$ cat config.mk
export PLATFORM = sky130hd
export DESIGN_NAME = pl0_token_scanner_flat
export DESIGN_NICKNAME = d
export VERILOG_FILES = /design/src/hw/rtl/pl0ts_pkg.sv /design/src/hw/rtl/pl0ts_if.sv /design/src/hw/rtl/pl0_token_scanner.sv /design/src/hw/rtl/pl0ts_core.sv /design/src/hw/rtl/pl0ts_obuf.sv /design/src/flat_wrapper.sv
export SDC_FILE = /design/constraint.sdc
export NUM_CORES = 1
export LEC_CHECK = 0
export BUFFER_PORTS_ARGS = -buffer_cell sky130_fd_sc_hd__buf_2
export CORE_AREA = 2 2 152 154
export CTS_BUF_LIST = sky130_fd_sc_hd__clkbuf_4
export DETAILED_ROUTE_END_ITERATION = 12
export DIE_AREA = 0 0 154 156
export GPL_TIMING_DRIVEN = 0
export HOLD_SLACK_MARGIN = 0.12
export PLACE_DENSITY = 0.7
export SETUP_SLACK_MARGIN = 0.4
export SYNTH_ARGS = -nofsm -noshare
export SYNTH_HDL_FRONTEND = slang
export SYNTH_SLANG_ARGS = --single-unit
export TNS_END_PERCENT = 30
$ cat constraint.sdc
create_clock -name clk -period 9.4 [get_ports clk]
set_input_delay 1.41 -clock clk [delete_from_list [all_inputs] [get_ports clk]]
set_output_delay 1.41 -clock clk [all_outputs]
set_load 0.05 [all_outputs]
$ cat src/hw/rtl/pl0ts_pkg.sv
// Package with types, token codes and keyword tables of the token scanner.
package pl0ts_pkg;

  localparam int MAX_TOKEN_LEN_DEF = 127;
  localparam int PREFIX_DEPTH = 9;
  localparam int KW_COUNT = 11;

  typedef enum logic [2:0] {
    MODE_IDLE,
    MODE_IDENT,
    MODE_NUMBER,
    MODE_COLON,
    MODE_LESS,
    MODE_GREATER,
    MODE_COMMENT
  } scan_mode_t;

  typedef enum logic [4:0] {
    TK_IDENT        = 5'd0,
    TK_NUMBER       = 5'd1,
    TK_PLUS         = 5'd2,
    TK_MINUS        = 5'd3,
    TK_TIMES        = 5'd4,
    TK_SLASH        = 5'd5,
    TK_EQL          = 5'd6,
    TK_NEQ          = 5'd7,
    TK_LSS          = 5'd8,
    TK_LEQ          = 5'd9,
    TK_GTR          = 5'd10,
    TK_GEQ          = 5'd11,
    TK_SEMI         = 5'd12,
    TK_PERIOD       = 5'd13,
    TK_BECOMES      = 5'd14,
    TK_ERROR        = 5'd15,
    TK_KW_CONST     = 5'd16,
    TK_KW_VAR       = 5'd17,
    TK_KW_PROCEDURE = 5'd18,
    TK_KW_CALL      = 5'd19,
    TK_KW_BEGIN     = 5'd20,
    TK_KW_END       = 5'd21,
    TK_KW_IF        = 5'd22,
    TK_KW_THEN      = 5'd23,
    TK_KW_WHILE     = 5'd24,
    TK_KW_DO        = 5'd25,
    TK_KW_ODD       = 5'd26,
    TK_OPEN_COMMENT = 5'd27
  } tok_kind_t;

  typedef logic [0:PREFIX_DEPTH-1][7:0] kw_text_t;

  localparam kw_text_t KW_TEXT [KW_COUNT] = '{
    {"CONST", 32'h0},
    {"VAR", 48'h0},
    "PROCEDURE",
    {"CALL", 40'h0},
    {"BEGIN", 32'h0},
    {"END", 48'h0},
    {"IF", 56'h0},
    {"THEN", 40'h0},
    {"WHILE", 32'h0},
    {"DO", 56'h0},
    {"ODD", 48'h0}
  };

  localparam logic [3:0] KW_LEN [KW_COUNT] = '{
    4'd5, 4'd3, 4'd9, 4'd4, 4'd5, 4'd3, 4'd2, 4'd4, 4'd5, 4'd2, 4'd3
  };

  typedef struct packed {
    logic [4:0]  kind;
    logic [31:0] start;
    logic [6:0]  length;
    logic        last;
  } token_t;

  typedef struct packed {
    logic [1:0] count;
    token_t     first;
    token_t     second;
  } tok_pair_t;

endpackage

$ cat src/hw/rtl/pl0ts_if.sv
// Valid/ready channel interfaces for source bytes and tokens.
interface pl0ts_in_if;
  logic       valid;
  logic       ready;
  logic       op;
  logic [7:0] source_byte;

  modport source (output valid, op, source_byte, input ready);
  modport sink (input valid, op, source_byte, output ready);
endinterface

interface pl0ts_out_if;
  logic        valid;
  logic        ready;
  logic [4:0]  token_kind;
  logic [31:0] token_start;
  logic [6:0]  token_length;
  logic        last_of_run;

  modport source (output valid, token_kind, token_start, token_length, last_of_run,
                  input ready);
  modport sink (input valid, token_kind, token_start, token_length, last_of_run,
                output ready);
endinterface

$ cat src/hw/rtl/pl0_token_scanner.sv
// Top level of the PL/0 token scanner: input register, scan step and token buffer.
// Throughput: one source byte per cycle while the token buffer has room; a byte
// that yields two tokens holds the input until the first of them is sent, set by
// the single token beat per cycle on the output.
// Reset clears the scan state, the byte offset and both channel registers at once.
module pl0_token_scanner import pl0ts_pkg::*; #(
  parameter int MAX_TOKEN_LEN = MAX_TOKEN_LEN_DEF
) (
  input  logic        clk,
  input  logic        rst,
  pl0ts_in_if.sink    src,
  pl0ts_out_if.source tok
);

  logic in_valid;
  logic in_op;
  logic [7:0] in_byte;
  logic adv;
  logic room;
  tok_pair_t pair;

  assign adv = in_valid && room;
  assign src.ready = !in_valid || adv;

  always_ff @(posedge clk) begin
    if (rst) begin
      in_valid <= 1'b0;
    end else if (src.ready) begin
      in_valid <= src.valid;
    end
  end

  always_ff @(posedge clk) begin
    if (src.valid && src.ready) begin
      in_op <= src.op;
      in_byte <= src.source_byte;
    end
  end

  pl0ts_core #(
    .MAX_TOKEN_LEN(MAX_TOKEN_LEN)
  ) u_core (
    .clk(clk),
    .rst(rst),
    .adv(adv),
    .op(in_op),
    .source_byte(in_byte),
    .pair(pair)
  );

  pl0ts_obuf u_obuf (
    .clk(clk),
    .rst(rst),
    .load(adv),
    .pair(pair),
    .room(room),
    .tok(tok)
  );

endmodule

$ cat src/hw/rtl/pl0ts_core.sv
// Scanner state and per-byte step logic that yields up to two tokens.
module pl0ts_core import pl0ts_pkg::*; #(
  parameter int MAX_TOKEN_LEN = MAX_TOKEN_LEN_DEF
) (
  input  logic       clk,
  input  logic       rst,
  input  logic       adv,
  input  logic       op,
  input  logic [7:0] source_byte,
  output tok_pair_t  pair
);

  localparam int LEN_W = $clog2(MAX_TOKEN_LEN + 1);
  localparam int PIDX_W = $clog2(PREFIX_DEPTH);
  localparam logic [LEN_W-1:0] LEN_MAX = LEN_W'(MAX_TOKEN_LEN);
  localparam logic [LEN_W-1:0] LEN_ONE = LEN_W'(1);
  localparam logic [LEN_W-1:0] LEN_PREFIX = LEN_W'(PREFIX_DEPTH);

  scan_mode_t mode;
  scan_mode_t mode_next;
  logic [LEN_W-1:0] pending_length;
  logic [LEN_W-1:0] pending_length_next;
  logic [31:0] pending_start;
  logic [31:0] pending_start_next;
  logic [31:0] byte_offset;
  logic [31:0] byte_offset_next;
  logic [7:0] word_prefix [PREFIX_DEPTH];

  logic [7:0] c;
  logic is_alpha;
  logic is_digit;
  logic is_space;
  logic cont_raw;
  logic cont;
  logic fresh;
  logic flush;
  logic starts_token;
  logic fresh_valid;
  logic flush_valid;
  logic cont_valid;
  logic prefix_we;
  logic [PIDX_W-1:0] prefix_idx;
  logic [LEN_W-1:0] len_grown;
  logic [KW_COUNT-1:0] kw_hit;
  tok_kind_t word_kind;
  tok_kind_t fresh_kind;
  token_t flush_tok;
  token_t cont_tok;
  token_t fresh_tok;

  assign c = source_byte;
  assign is_alpha = (c >= "A" && c <= "Z") || (c >= "a" && c <= "z");
  assign is_digit = c >= "0" && c <= "9";
  assign is_space = c == " " || (c >= 8'd9 && c <= 8'd13);
  assign len_grown = (pending_length < LEN_MAX) ? pending_length + LEN_ONE : LEN_MAX;

  always_comb begin
    case (mode)
      MODE_IDENT:   cont_raw = is_alpha || is_digit;
      MODE_NUMBER:  cont_raw = is_digit;
      MODE_COLON:   cont_raw = c == "=";
      MODE_LESS:    cont_raw = c == ">" || c == "=";
      MODE_GREATER: cont_raw = c == "=";
      MODE_COMMENT: cont_raw = 1'b1;
      default:      cont_raw = 1'b0;
    endcase
  end

  assign cont = !op && cont_raw;
  assign fresh = !op && !cont_raw;
  assign flush = op || !cont_raw;
  assign starts_token = c == "{" || is_space || c == "," || is_alpha || is_digit ||
                        c == ":" || c == "<" || c == ">";

  always_comb begin
    kw_hit = '0;
    for (int k = 0; k < KW_COUNT; k++) begin
      kw_hit[k] = pending_length == LEN_W'(KW_LEN[k]);
      for (int i = 0; i < PREFIX_DEPTH; i++) begin
        if (4'(i) < KW_LEN[k] && word_prefix[i] != KW_TEXT[k][i]) begin
          kw_hit[k] = 1'b0;
        end
      end
    end
  end

  always_comb begin
    word_kind = TK_IDENT;
    for (int k = KW_COUNT - 1; k >= 0; k--) begin
      if (kw_hit[k]) begin
        word_kind = tok_kind_t'(5'(TK_KW_CONST) + 5'(k));
      end
    end
  end

  always_comb begin
    case (c)
      "+":     fresh_kind = TK_PLUS;
      "-":     fresh_kind = TK_MINUS;
      "*":     fresh_kind = TK_TIMES;
      "/":     fresh_kind = TK_SLASH;
      "=":     fresh_kind = TK_EQL;
      ";":     fresh_kind = TK_SEMI;
      ".":     fresh_kind = TK_PERIOD;
      default: fresh_kind = TK_ERROR;
    endcase
  end

  always_comb begin
    mode_next = mode;
    if (op) begin
      mode_next = MODE_IDLE;
    end else if (cont_raw) begin
      case (mode)
        MODE_IDENT:   mode_next = MODE_IDENT;
        MODE_NUMBER:  mode_next = MODE_NUMBER;
        MODE_COMMENT: mode_next = (c == "}") ? MODE_IDLE : MODE_COMMENT;
        default:      mode_next = MODE_IDLE;
      endcase
    end else if (c == "{") begin
      mode_next = MODE_COMMENT;
    end else if (is_alpha) begin
      mode_next = MODE_IDENT;
    end else if (is_digit) begin
      mode_next = MODE_NUMBER;
    end else if (c == ":") begin
      mode_next = MODE_COLON;
    end else if (c == "<") begin
      mode_next = MODE_LESS;
    end else if (c == ">") begin
      mode_next = MODE_GREATER;
    end else begin
      mode_next = MODE_IDLE;
    end
  end

  always_comb begin
    flush_tok.start = pending_start;
    flush_tok.last = 1'b0;
    flush_tok.length = 7'd1;
    case (mode)
      MODE_IDENT: begin
        flush_tok.kind = word_kind;
        flush_tok.length = 7'(pending_length);
      end
      MODE_NUMBER: begin
        flush_tok.kind = TK_NUMBER;
        flush_tok.length = 7'(pending_length);
      end
      MODE_COLON:   flush_tok.kind = TK_ERROR;
      MODE_LESS:    flush_tok.kind = TK_LSS;
      MODE_GREATER: flush_tok.kind = TK_GTR;
      MODE_COMMENT: begin
        flush_tok.kind = TK_OPEN_COMMENT;
        flush_tok.length = 7'(pending_length);
      end
      default:      flush_tok.kind = TK_IDENT;
    endcase
    flush_valid = flush && mode != MODE_IDLE;

    cont_tok.start = pending_start;
    cont_tok.length = 7'd2;
    cont_tok.last = 1'b0;
    case (mode)
      MODE_COLON:   cont_tok.kind = TK_BECOMES;
      MODE_LESS:    cont_tok.kind = (c == ">") ? TK_NEQ : TK_LEQ;
      default:      cont_tok.kind = TK_GEQ;
    endcase
    cont_valid = cont && (mode == MODE_COLON || mode == MODE_LESS || mode == MODE_GREATER);

    fresh_tok.kind = fresh_kind;
    fresh_tok.start = byte_offset;
    fresh_tok.length = 7'd1;
    fresh_tok.last = 1'b1;
    fresh_valid = fresh && !starts_token;

    pair.count = 2'(flush_valid) + 2'(cont_valid) + 2'(fresh_valid);
    if (flush_valid) begin
      pair.first = flush_tok;
    end else if (cont_valid) begin
      pair.first = cont_tok;
    end else begin
      pair.first = fresh_tok;
    end
    pair.first.last = pair.count == 2'd1;
    pair.second = fresh_tok;

    pending_length_next = pending_length;
    pending_start_next = pending_start;
    byte_offset_next = byte_offset + 32'd1;
    if (op) begin
      pending_length_next = '0;
      pending_start_next = '0;
      byte_offset_next = '0;
    end else if (cont) begin
      if (mode == MODE_IDENT || mode == MODE_NUMBER ||
          (mode == MODE_COMMENT && c != "}")) begin
        pending_length_next = len_grown;
      end
    end else begin
      if (c == "{" || is_alpha || is_digit) begin
        pending_length_next = LEN_ONE;
      end
      if (c == "{" || is_alpha || is_digit || c == ":" || c == "<" || c == ">") begin
        pending_start_next = byte_offset;
      end
    end

    prefix_we = (cont && mode == MODE_IDENT && pending_length < LEN_PREFIX) ||
                (fresh && is_alpha);
    prefix_idx = fresh ? '0 : pending_length[PIDX_W-1:0];
  end

  always_ff @(posedge clk) begin
    if (rst) begin
      mode <= MODE_IDLE;
      pending_length <= '0;
      pending_start <= '0;
      byte_offset <= '0;
    end else if (adv) begin
      mode <= mode_next;
      pending_length <= pending_length_next;
      pending_start <= pending_start_next;
      byte_offset <= byte_offset_next;
    end
  end

  always_ff @(posedge clk) begin
    if (adv && prefix_we) begin
      word_prefix[prefix_idx] <= c;
    end
  end

endmodule

$ cat src/hw/rtl/pl0ts_obuf.sv
// Two-entry token buffer: loads a step's tokens, sends one beat per cycle if ready.
module pl0ts_obuf import pl0ts_pkg::*; (
  input  logic        clk,
  input  logic        rst,
  input  logic        load,
  input  tok_pair_t   pair,
  output logic        room,
  pl0ts_out_if.source tok
);

  logic [1:0] count;
  token_t slot [2];
  logic pop;

  assign pop = count != 2'd0 && tok.ready;
  assign room = count == 2'd0 || (count == 2'd1 && tok.ready);

  assign tok.valid = count != 2'd0;
  assign tok.token_kind = slot[0].kind;
  assign tok.token_start = slot[0].start;
  assign tok.token_length = slot[0].length;
  assign tok.last_of_run = slot[0].last;

  always_ff @(posedge clk) begin
    if (rst) begin
      count <= 2'd0;
    end else if (load) begin
      count <= pair.count;
    end else if (pop) begin
      count <= count - 2'd1;
    end
  end

  always_ff @(posedge clk) begin
    if (load) begin
      slot[0] <= pair.first;
      slot[1] <= pair.second;
    end else if (pop) begin
      slot[0] <= slot[1];
    end
  end

endmodule

$ cat src/flat_wrapper.sv
// flat-port wrapper written by rule: the top's interface ports become plain ports
module pl0_token_scanner_flat import pl0ts_pkg::*;
#(
  parameter int MAX_TOKEN_LEN = MAX_TOKEN_LEN_DEF
)
  (clk, rst, src_valid, src_op, src_source_byte, src_ready, tok_valid, tok_token_kind, tok_token_start, tok_token_length, tok_last_of_run, tok_ready);
  pl0ts_in_if src_i ();
  pl0ts_out_if tok_i ();
  input  logic clk;
  input  logic rst;
  input wire logic [$bits(src_i.valid)-1:0] src_valid;
  input wire logic [$bits(src_i.op)-1:0] src_op;
  input wire logic [$bits(src_i.source_byte)-1:0] src_source_byte;
  output wire logic [$bits(src_i.ready)-1:0] src_ready;
  output wire logic [$bits(tok_i.valid)-1:0] tok_valid;
  output wire logic [$bits(tok_i.token_kind)-1:0] tok_token_kind;
  output wire logic [$bits(tok_i.token_start)-1:0] tok_token_start;
  output wire logic [$bits(tok_i.token_length)-1:0] tok_token_length;
  output wire logic [$bits(tok_i.last_of_run)-1:0] tok_last_of_run;
  input wire logic [$bits(tok_i.ready)-1:0] tok_ready;
  assign src_i.valid = src_valid;
  assign src_i.op = src_op;
  assign src_i.source_byte = src_source_byte;
  assign src_ready = src_i.ready;
  assign tok_valid = tok_i.valid;
  assign tok_token_kind = tok_i.token_kind;
  assign tok_token_start = tok_i.token_start;
  assign tok_token_length = tok_i.token_length;
  assign tok_last_of_run = tok_i.last_of_run;
  assign tok_i.ready = tok_ready;
  pl0_token_scanner #(.MAX_TOKEN_LEN(MAX_TOKEN_LEN)) u_core (.clk(clk), .rst(rst), .src(src_i), .tok(tok_i));
endmodule
After elaboration in Yosys (flattened, before gate mapping)
Memory sizes are Yosys's and may differ from the RTL's. Cells that the tools add are included.

$add $sub $neg: 5. Magnitude comparators: 10. Eq/ne operators: 68. Mux-type cells: 94. Bitwise operators: 1. Reductions and logical operators: 56.

Operator list (number): 8-bit by 7-bit inequality test with 1-bit output (second input constant) (39); 45-bit 2-to-1 mux (3); 32-bit 2-to-1 mux (4); 8-bit by 6-bit == test with 1-bit output (second input constant) (12); 5-bit 2-to-1 mux (11); 1-bit 2-to-1 mux (52); 7-bit 2-to-1 mux (6); 32-bit by 1-bit adder with 32-bit output (second input constant) (1); 5-bit case mux with 6 select lines (1); 4-bit case mux with 7 select lines (1); 3-bit 2-to-1 mux (9); 1-bit logical OR (24); 1-bit logical AND (18); 8-bit by 7-bit == test with 1-bit output (second input constant) (2); 8-bit by 7-bit greater-or-equal comparator with 1-bit output (second input constant) (2); 8-bit by 7-bit less-or-equal comparator with 1-bit output (second input constant) (2); 7-bit by 2-bit == test with 1-bit output (second input constant) (2); 7-bit by 3-bit == test with 1-bit output (second input constant) (2); 3-bit == test (second input constant) (3); 3-bit case mux with 3 select lines (1); 8-bit by 4-bit greater-or-equal comparator with 1-bit output (second input constant) (1); 8-bit by 6-bit greater-or-equal comparator with 1-bit output (second input constant) (1); 8-bit by 4-bit less-or-equal comparator with 1-bit output (second input constant) (1); 8-bit by 6-bit less-or-equal comparator with 1-bit output (second input constant) (1); 24 further kinds (35).

Register bits after elaboration: 86. Bits in writable memories: 162. Input bits: 13. Output and inout port bits: 47. Logic and storage cells: 244. Memories kept: 2.

Memory list: u_core.u_obuf.slot (depth 2, bits a word 45, rd ports 2, clocked after Yosys merged registers in 0, wr ports 2, line pl0ts_obuf.sv:12) `token_t slot [2];`; u_core.u_core.word_prefix (depth 9, bits a word 8, rd ports 9, clocked after Yosys merged registers in 0, wr ports 1, line pl0ts_core.sv:27) `logic [7:0] word_prefix [PREFIX_DEPTH];`.

Logic depth before layout (Yosys ltp)
Gate-level depths: netlist (run 1). An unclocked memory read counts as a cell.

Depth in word-level cells: 19. Depth in mapped cells: 11. Mapped depth without buffers: 10.

Modules after synthesis
Synthesis (run 1) repeated with hierarchy kept, for this count alone.

Cells, all modules: 864. Area total of the unflattened synthesis: 11146.9 sq um.

By module, submodules not included: pl0ts_core (times used 1, cells an instance 690, area each 7236.9 sq um, sequential area each 3643.5 sq um); pl0ts_obuf (times used 1, cells an instance 159, area each 3577.2 sq um, sequential area each 2742.6 sq um); pl0_token_scanner (times used 1, cells an instance 15, area each 332.8 sq um, sequential area each 290.3 sq um).

Worst setup path before layout (run 1)
No wires, ideal clock.

Path type: input to register. Start point: input port tok_ready. End point: register u_core.u_core.byte_offset[4]. Library setup time: 128 ps. Arrival time: 3462 ps. Required time: 9272 ps. Setup slack: 5811 ps. Stages: 7. Buffers on the path: 1. Path through: a21o_1 > nand2_1 > clkinv_1 > clkbuf_1 > nand4_1 > xor2_1 > nor2_1.

Longest elaborated chain between the ends: 3.

RTL lines: from (decl) (line flat_wrapper.sv:20) `input wire logic [$bits(tok_i.ready)-1:0] tok_ready;`; 1-bit logical AND (line pl0ts_obuf.sv:16) `assign room = count == 2'd0 || (count == 2'd1 && tok.ready);`; 1-bit logical OR (line pl0ts_obuf.sv:16); 1-bit logical AND (line pl0_token_scanner.sv:22) `assign adv = in_valid && room;`; via u_core.adv (line pl0_token_scanner.sv:18) `logic adv;`; to (signal assigned) (line pl0ts_core.sv:224) `byte_offset <= byte_offset_next;`; to (decl) (line pl0ts_core.sv:25) `logic [31:0] byte_offset;`.

The timed path passes the listed nets, and every way through them passes these cells. A chain may end at the register's enable or synchronous reset.

==> parameters.txt, run 1 <==
Parameter                              Value

Run status
  Outcome    completed

Place
  Count of buffers from port buffering    59
  RePlAce Congestion    0.947
  Total half-perimeter wirelength after legalization and detailed placement    19.7 mm
  Place WS    5.08 ns

Synth
  Top_reg_cell synth    edfxtp_1
  Synthesized net count    1089
  Proportion of synthesized flip-flops having asynchronous set or reset    0%
  Area of the mapped netlist    0.0111 sq mm
  Unique masters post-synth    66
  Number of cells produced by synthesis    1068
  Mean area per synthesized cell    10.4 sq um
  Sequential element share of the synthesized area    57.8%
  Yosys synthesis warning count    0
  Number of flops mapped to enable cells by yosys    162
  Flip-flop and latch count after synthesis    239

Detailed routing
  DR top layer    met4
  Via density    5.99
  Drt wl/cell    19.5 um
  Number of iterations in the first detailed-routing pass    6
  Final routed wirelength across all metal layers    29.7 mm
  Routed length on met2    13.7 mm
  Detail Route met3 WL    2.44 mm
  Metal-1 WL    12.9 mm
  Post-detailed-route DRC marker count    0
  Total number of vias    9117
  DR iter-0 viols    996
  Final antenna-violating net count    0

Floorplanning
  Cell Rows    55
  Core Region    0.0224 sq mm
  Chip Height    156 um
  Starting density of the core    49.6%
  Die area    0.0240 sq mm
  IO Pins    60
  Die width    154 um

CTS
  Cells resized by post-CTS repair    0
  Reg clk slew, reported paths    0.07 ns
  CTS tree    yes
  Post-CTS setup buffer count    0
  Num Clock Sinks    239
  Level count of the clock H-tree    2
  Cts hold-fix bufs    0
  Clk Tree Root Cell    clkbuf_4
  Insertion delay to the later sink of the worst-skew pair    0.70 ns
  CTS buffer count    58
  Maximum clock insertion buffer count    3

Worst setup path
  Crit path cell chain    clkbuf_1, and4b_1, o211ai_1, and2_1, a31oi_1, clkbuf_1, o21ai_0, fa_1, o21ai_0
  Data arrival time of the worst path    4.57 ns
  Critical path's top delay family    compound AO/OA/AOI/OAI gates
  Category of the worst setup path capture point    flop
  Slowest stage delay, CP    0.63 ns
  Critical setup path kind    flop to flop
  Slowest cell on the critical path    edfxtp_1
  Startpoint kind of the worst setup timing path    flop
  Critical path fanouts, max    11
  CP bufs+invs    2
  Required time of the worst setup path    9.87 ns

STA
  Period utilisation layout    43.7%
  Relative slew slack    21.8%
  Slew at the pin closest to its max-slew limit    1.16 ns
  Setup Total Neg Slack    0 ns
  Highest achievable clock rate    244 MHz
  Final setup violation count    0
  Hold Fails Final Rpt    0
  Final Critical Period    4.10 ns
  RSZ-0062 raised after global routing    no
  Total count of max-transition violations in the final report    0
  Fin worst setup slack    5.30 ns
  Clk_skew    0.0455 ns

Layout
  Final #Nets    1210
  Layout-stage area growth over the synthesis result    13.5%
  Share of layout cells above drive strength 1    15.2%

Global routing
  Total routing usage reported by global routing    24.5%
  Number of global-route vias before repair    8722
  Number of antenna violations at the first check in global routing    1
  Overall overflow remaining after global route    0
  Largest net degree at the start of global routing    33
  Global-route wire length before repair    46.9 mm

Power
  Power Density    196 mW/mm^2
  Static Leakage    4.35 nW
  IR Drop Worst-Case VDD    0.113 mV

Worst hold path
  Min-Delay Path Class    flop to flop

Flow run
  Max-capacitance violation count    0
## cell usage after synthesis, types with 4 or more instances
| library cell | number | share of area [%] |
|---|---|---|
| edfxtp_1 | 162 | 44 |
| nor3_1 | 153 | 6.9 |
| nor2_1 | 137 | 4.6 |
| nand2_1 | 83 | 2.8 |
| dfxtp_1 | 77 | 14 |
| clkbuf_1 | 52 | 1.8 |
| a22oi_1 | 32 | 2.2 |
| nand3_1 | 32 | 1.4 |
| o31a_1 | 32 | 2.5 |
| o21ai_0 | 25 | 1.1 |
| a21oi_1 | 23 | 1.0 |
| xor2_1 | 21 | 1.7 |
| nand4_1 | 19 | 1.1 |
| buf_2 | 18 | 0.81 |
| inv_1 | 15 | 0.51 |
| nor2b_1 | 13 | 0.73 |
| nor4_1 | 12 | 0.68 |
| and2_1 | 11 | 0.62 |
| nor4b_1 | 11 | 0.87 |
| and3_1 | 10 | 0.56 |
| nor4bb_1 | 10 | 0.90 |
| xnor2_1 | 10 | 0.79 |
| a31oi_1 | 9 | 0.51 |
| a211oi_1 | 7 | 0.47 |
| ha_1 | 7 | 0.79 |
| o211ai_1 | 6 | 0.41 |
| or3_1 | 6 | 0.34 |
| or4_1 | 6 | 0.41 |
| nand3b_1 | 5 | 0.34 |
| nand4b_1 | 5 | 0.40 |
| nor3b_1 | 5 | 0.34 |
| and4_1 | 4 | 0.32 |
| nor4b_2 | 4 | 0.54 |
## through the flow
stage	cell area, sq um	hold slack (ns)	std cells	total power [W]	util [%]
2_1_floorplan	11100	0.403	1068	0.00148	-
5_1_grt	12600	0.445	1522	0.00256	56.3
6_report	12600	0.431	1522	0.00246	56.3
3_5_place_dp	11800	0.412	1414	0.00158	52.7
3_3_place_gp	11700	0.405	1412	0.00158	52.5
4_1_cts	12600	0.431	1521	0.00248	56.2
## where the power goes
group	switching, W	internal [W]	total, W
clock	0.000413	0.000487	0.000900
combinational	0.000273	0.0000764	0.000349
sequential	0.0000246	0.00119	0.00121
total	0.000710	0.00175	0.00246
## sequential cells by signal, summed over array words and instances, names as in the netlist, 2 cells and up
| signal | flops |
|---|---|
| u_core.u_obuf.slot | 81 |
| u_core.u_core.word_prefix | 72 |
| u_core.u_core.byte_offset | 32 |
| u_core.u_core.pending_start | 32 |
| u_core.in_byte | 8 |
| u_core.u_core.pending_length | 7 |
| u_core.u_core.mode | 3 |
| u_core.u_obuf.count | 2 |
## worst paths after layout
| kind | slack (ns) | cells after the start | to | startpoint |
|---|---|---|---|---|
| max | 5.30 | 9 | u_core.u_obuf.slot[0][0] | u_core.in_byte[0] |
| max reg2reg | 5.30 | 9 | u_core.u_obuf.slot[0][0] | u_core.in_byte[0] |
| min | 0.43 | 0 | u_core.u_obuf.slot[1][21] | u_core.u_core.byte_offset[13] |
| min reg2reg | 0.43 | 0 | u_core.u_obuf.slot[1][21] | u_core.u_core.byte_offset[13] |
## layout make-up
type	count	area [sq um]
diodes	1	2.50
plain buffers	71	290
clock buffers	89	668
clock inverters	18	129
fillers	1896	9780
inverters	16	60.1
multi-input cells	742	4330
flip-flops and latches	239	6410
well taps	285	357
repair buffers	61	335
## cell usage in the layout, fill, tap and decap left out, types with 6 or more instances in the layout
master / netlist / final
nor3_1: 153 / 153
xnor2_1: 10 / 10
nor4bb_1: 10 / 10
ha_1: 7 / 7
nand3_1: 32 / 32
nor4_1: 12 / 12
edfxtp_1: 162 / 162
a22oi_1: 32 / 32
dfxtp_1: 77 / 77
a21oi_1: 23 / 23
o31a_1: 32 / 32
o211ai_1: 6 / 6
clkbuf_4: 0 / 89
nor2b_1: 13 / 13
and2_1: 11 / 11
inv_1: 15 / 15
clkbuf_1: 52 / 51
a211oi_1: 7 / 7
nand2_1: 83 / 82
o21ai_0: 25 / 25
or3_1: 6 / 6
clkinv_1: 1 / 13
nor4b_1: 11 / 11
xor2_1: 21 / 21
and3_1: 10 / 10
nand4_1: 19 / 19
nor2_1: 137 / 137
or4_1: 6 / 6
buf_2: 18 / 77
a31oi_1: 9 / 9
## per-layer routing
metal | global-route usage [%] | up-vias
li1 | - | 4291
met1 | 34.3 | 4319
met2 | 38.1 | 455
met3 | 4.78 | 52
met4 | 9.12 | 0
met5 | 0 | -
## logic make-up (layout without fill, tap and decap cells)
family	after synthesis	in the layout	synth area share [%]
AND/OR/NAND/NOR	539	539	25.0
adder cells (fa/ha/maj)	8	8	0.971
other	0	1	0
buffers and inverters	87	255	3.15
AO/OA/AOI/OAI	163	163	10.5
XOR/XNOR	31	31	2.45
flip-flops	239	239	57.8
multiplexers	1	1	0.135
Note: power is estimated with default switching activity, not from simulation.
==> run 2: changes to the inputs <==
--- a/config.mk
+++ b/config.mk
@@ -12,7 +12,7 @@
 export DIE_AREA = 0 0 154 156
 export GPL_TIMING_DRIVEN = 0
 export HOLD_SLACK_MARGIN = 0.12
-export PLACE_DENSITY = 0.7
+export PLACE_DENSITY = 0.72
 export SETUP_SLACK_MARGIN = 0.4
 export SYNTH_ARGS = -nofsm -noshare
 export SYNTH_HDL_FRONTEND = slang
==> constraint.sdc (replaced) <==
create_clock -name clk -period 3.7 [get_ports clk]
set_input_delay 0.555 -clock clk [delete_from_list [all_inputs] [get_ports clk]]
set_output_delay 0.555 -clock clk [all_outputs]
set_load 0.05 [all_outputs]
==> parameters.txt, run 2 (synthesis gave the netlist of run 1 again) <==
Parameter                              Value

STA
  RSZ-0062 raised after global routing    yes (was no)
  Slew at the pin closest to its max-slew limit    1.20 ns (was 1.16 ns)
  Relative slew slack    18.9% (was 21.8%)
  Final Critical Period    3.26 ns (was 4.10 ns)
  Final setup violation count    0 (unchanged)
  Total count of max-transition violations in the final report    0 (unchanged)
  Hold Fails Final Rpt    0 (unchanged)
  Clk_skew    0.0578 ns (was 0.0455 ns)
  Highest achievable clock rate    306 MHz (was 244 MHz)
  Fin worst setup slack    0.437 ns (was 5.30 ns)
  Period utilisation layout    88.2% (was 43.7%)

Place
  Total half-perimeter wirelength after legalization and detailed placement    19.7 mm (about the same)
  Count of buffers from port buffering    59 (unchanged)
  Number of cells in the design after placement    1414 (unchanged)
  Place WS    -0.385 ns (was 5.08 ns)
  RePlAce Congestion    0.938 (was 0.947)

Worst setup path
  Required time of the worst setup path    4.09 ns (was 9.87 ns)
  Slowest stage delay, CP    0.57 ns (was 0.63 ns)
  Crit path cell chain    nor2b_1, a32oi_1, or3_1, a31oi_2, clkbuf_4, o21ai_2, fa_1, o21ai_1 (was clkbuf_1, and4b_1, o211ai_1, and2_1, a31oi_1, clkbuf_1, o21ai_0, fa_1, o21ai_0)
  Data arrival time of the worst path    3.65 ns (was 4.57 ns)
  Slowest cell on the critical path    fa_1 (was edfxtp_1)
  Critical path fanouts, max    10 (was 11)
  Startpoint kind of the worst setup timing path    flop (unchanged)
  CP bufs+invs    1 (was 2)
  Critical setup path kind    flop to flop (unchanged)
  Category of the worst setup path capture point    flop (unchanged)
  Critical path's top delay family    simple AND/OR/NAND/NOR gates (was compound AO/OA/AOI/OAI gates)

Detailed routing
  DR top layer    met4 (unchanged)
  Total number of vias    9517 (was 9117)
  Post-detailed-route DRC marker count    0 (unchanged)
  Drt wl/cell    19.7 um (was 19.5 um)
  Detail Route met3 WL    2.75 mm (was 2.44 mm)
  DR iter-0 viols    945 (was 996)
  Routed length on met2    14.4 mm (was 13.7 mm)
  Via density    6.09 (was 5.99)
  Final antenna-violating net count    0 (unchanged)
  Final routed wirelength across all metal layers    30.8 mm (was 29.7 mm)
  Metal-1 WL    12.7 mm (was 12.9 mm)
  Number of iterations in the first detailed-routing pass    5 (was 6)

Flow run
  Max-capacitance violation count    0 (unchanged)

Layout
  Final #Nets    1250 (was 1210)
  Share of layout cells above drive strength 1    18.7% (was 15.2%)
  Final core utilization    58.4% (was 56.3%)
  Flip-flop and latch area    0.00641 sq mm (unchanged)
  Largest registers in the final layout    u_core.u_obuf.slot: 81 flops, u_core.u_core.word_prefix: 72 flops (unchanged)
  Top reg by flops    u_core.u_obuf.slot (unchanged)
  Fill count    1862 (was 1896)
  Max FFs per register    81 (unchanged)
  Commonest cells after routing, fill and taps aside    edfxtp_1, nor3_1, nor2_1, clkbuf_4, nand2_1 (unchanged)
  Most common cell after layout, fill and taps aside    edfxtp_1 (unchanged)
  Layout-stage area growth over the synthesis result    17.9% (was 13.5%)
  Area of the multi-input gates    0.00447 sq mm (was 0.00433 sq mm)
  Final cell count without fillers    1564 (was 1522)

CTS
  CTS buffer count    58 (unchanged)
  Level count of the clock H-tree    2 (unchanged)
  CTS tree    yes (unchanged)
  Maximum clock insertion buffer count    3 (unchanged)
  Insertion delay to the later sink of the worst-skew pair    0.69 ns (was 0.70 ns)
  Num Clock Sinks    239 (unchanged)
  Clk Tree Root Cell    clkbuf_4 (unchanged)
  Reg clk slew, reported paths    0.07 ns (about the same)

Power
  Total design power    0.00619 W (was 0.00246 W)
  IR Drop Worst-Case VDD    0.312 mV (was 0.113 mV)
  Power Density    474 mW/mm^2 (was 196 mW/mm^2)
  Static Leakage    4.62 nW (was 4.35 nW)

Global routing
  Largest net degree at the start of global routing    34 (was 33)
  Global-route wire length before repair    48.9 mm (was 46.9 mm)
  Total routing usage reported by global routing    25.6% (was 24.5%)
  Number of global-route vias before repair    9279 (was 8722)
  Number of antenna violations at the first check in global routing    1 (unchanged)
  Overall overflow remaining after global route    0 (unchanged)

Floorplanning
  Die area    0.0240 sq mm (unchanged)
  Die width    154 um (unchanged)
  IO Pins    60 (unchanged)
  Chip Height    156 um (unchanged)
  Starting density of the core    49.6% (unchanged)
  Core Region    0.0224 sq mm (unchanged)
  Cell Rows    55 (unchanged)

Worst hold path
  Min-Delay Path Class    primary input to flop (was flop to flop)

Run status
  Outcome    completed (unchanged)
run 2: changes by cell type in the layout (fill, tap and decap cells not counted), moves of 5 or more:
cell           change
buf_4             +27
clkbuf_1           -7
clkbuf_2           +5
clkbuf_4           +5
dlygate4sd3_1     +10
nor3_4             +5
run 2: worst register-to-register path: stages, from the launching register on:
cell and delay [ns]:
dfxtp_1 0.49, nor2b_1 0.46, a32oi_1 0.22, or3_1 0.46, a31oi_2 0.27, clkbuf_4 0.28, o21ai_2 0.12, fa_1 0.57
o21ai_1 0.13
run 2: final cells by class:
class                           instances  area share [%]
Antenna cell                            1          0.0191
Inverter                               16           0.459
Timing Repair Buffer                  101            5.34
Multi-Input combinational cell        742            34.2
Clock buffer                           93            5.34
Clock inverter                         16           0.517
Tap cell                              285            2.73
Buffer                                 71            2.37
Sequential cell                       239            49.0
run 2: final timing paths:
kind	start	end	slack, ns	cells after the start
worst min register to register	u_core.u_core.byte_offset[13]	u_core.u_obuf.slot[1][21]	0.43	0
worst min-delay path	tok_ready	u_core.in_valid	0.37	4
worst max register to register	u_core.u_core.mode[1]	u_core.u_obuf.slot[0][0]	0.44	8
worst max-delay path	u_core.u_core.mode[1]	u_core.u_obuf.slot[0][0]	0.44	8
run 2: stage by stage:
| stage | TNS [ns] | area, sq um | hold slack (ns) |
|---|---|---|---|
| 6_report | 0 | 13100 | 0.372 |
| 5_1_grt | 0 | 13100 | 0.336 |
| 4_1_cts | 0 | 13000 | 0.296 |
| 3_5_place_dp | -11.16 | 11800 | 0.412 |
| 3_3_place_gp | -17.52 | 11700 | 0.405 |
| 2_1_floorplan | 0 | 11100 | 0.403 |
run 2: power breakdown:
| group | internal [W] | switching [W] | total [W] |
|---|---|---|---|
| sequential | 0.00302 | 0.0000443 | 0.00306 |
| combinational | 0.000221 | 0.000733 | 0.000954 |
| clock | 0.00114 | 0.00104 | 0.00218 |
run 2: timing repair:
| item | CTS | global route |
|---|---|---|
| buffers inserted | 24 | 6 |
| endpoints found under the hold margin | 10 | 0 |
| pin swaps | 8 | 2 |
| cloned | 0 | 0 |
| hold buffers | 10 | 0 |
| endpoints found under the setup margin | 113 | 96 |
| gates resized for setup | 20 | 21 |
run 2: layer usage:
metal  global-route usage (%)  up-vias
li1                         -     4369
met1                     33.9     4558
met5                        0        -
met2                     42.5      504
met4                     8.90        0
met3                     4.72       86
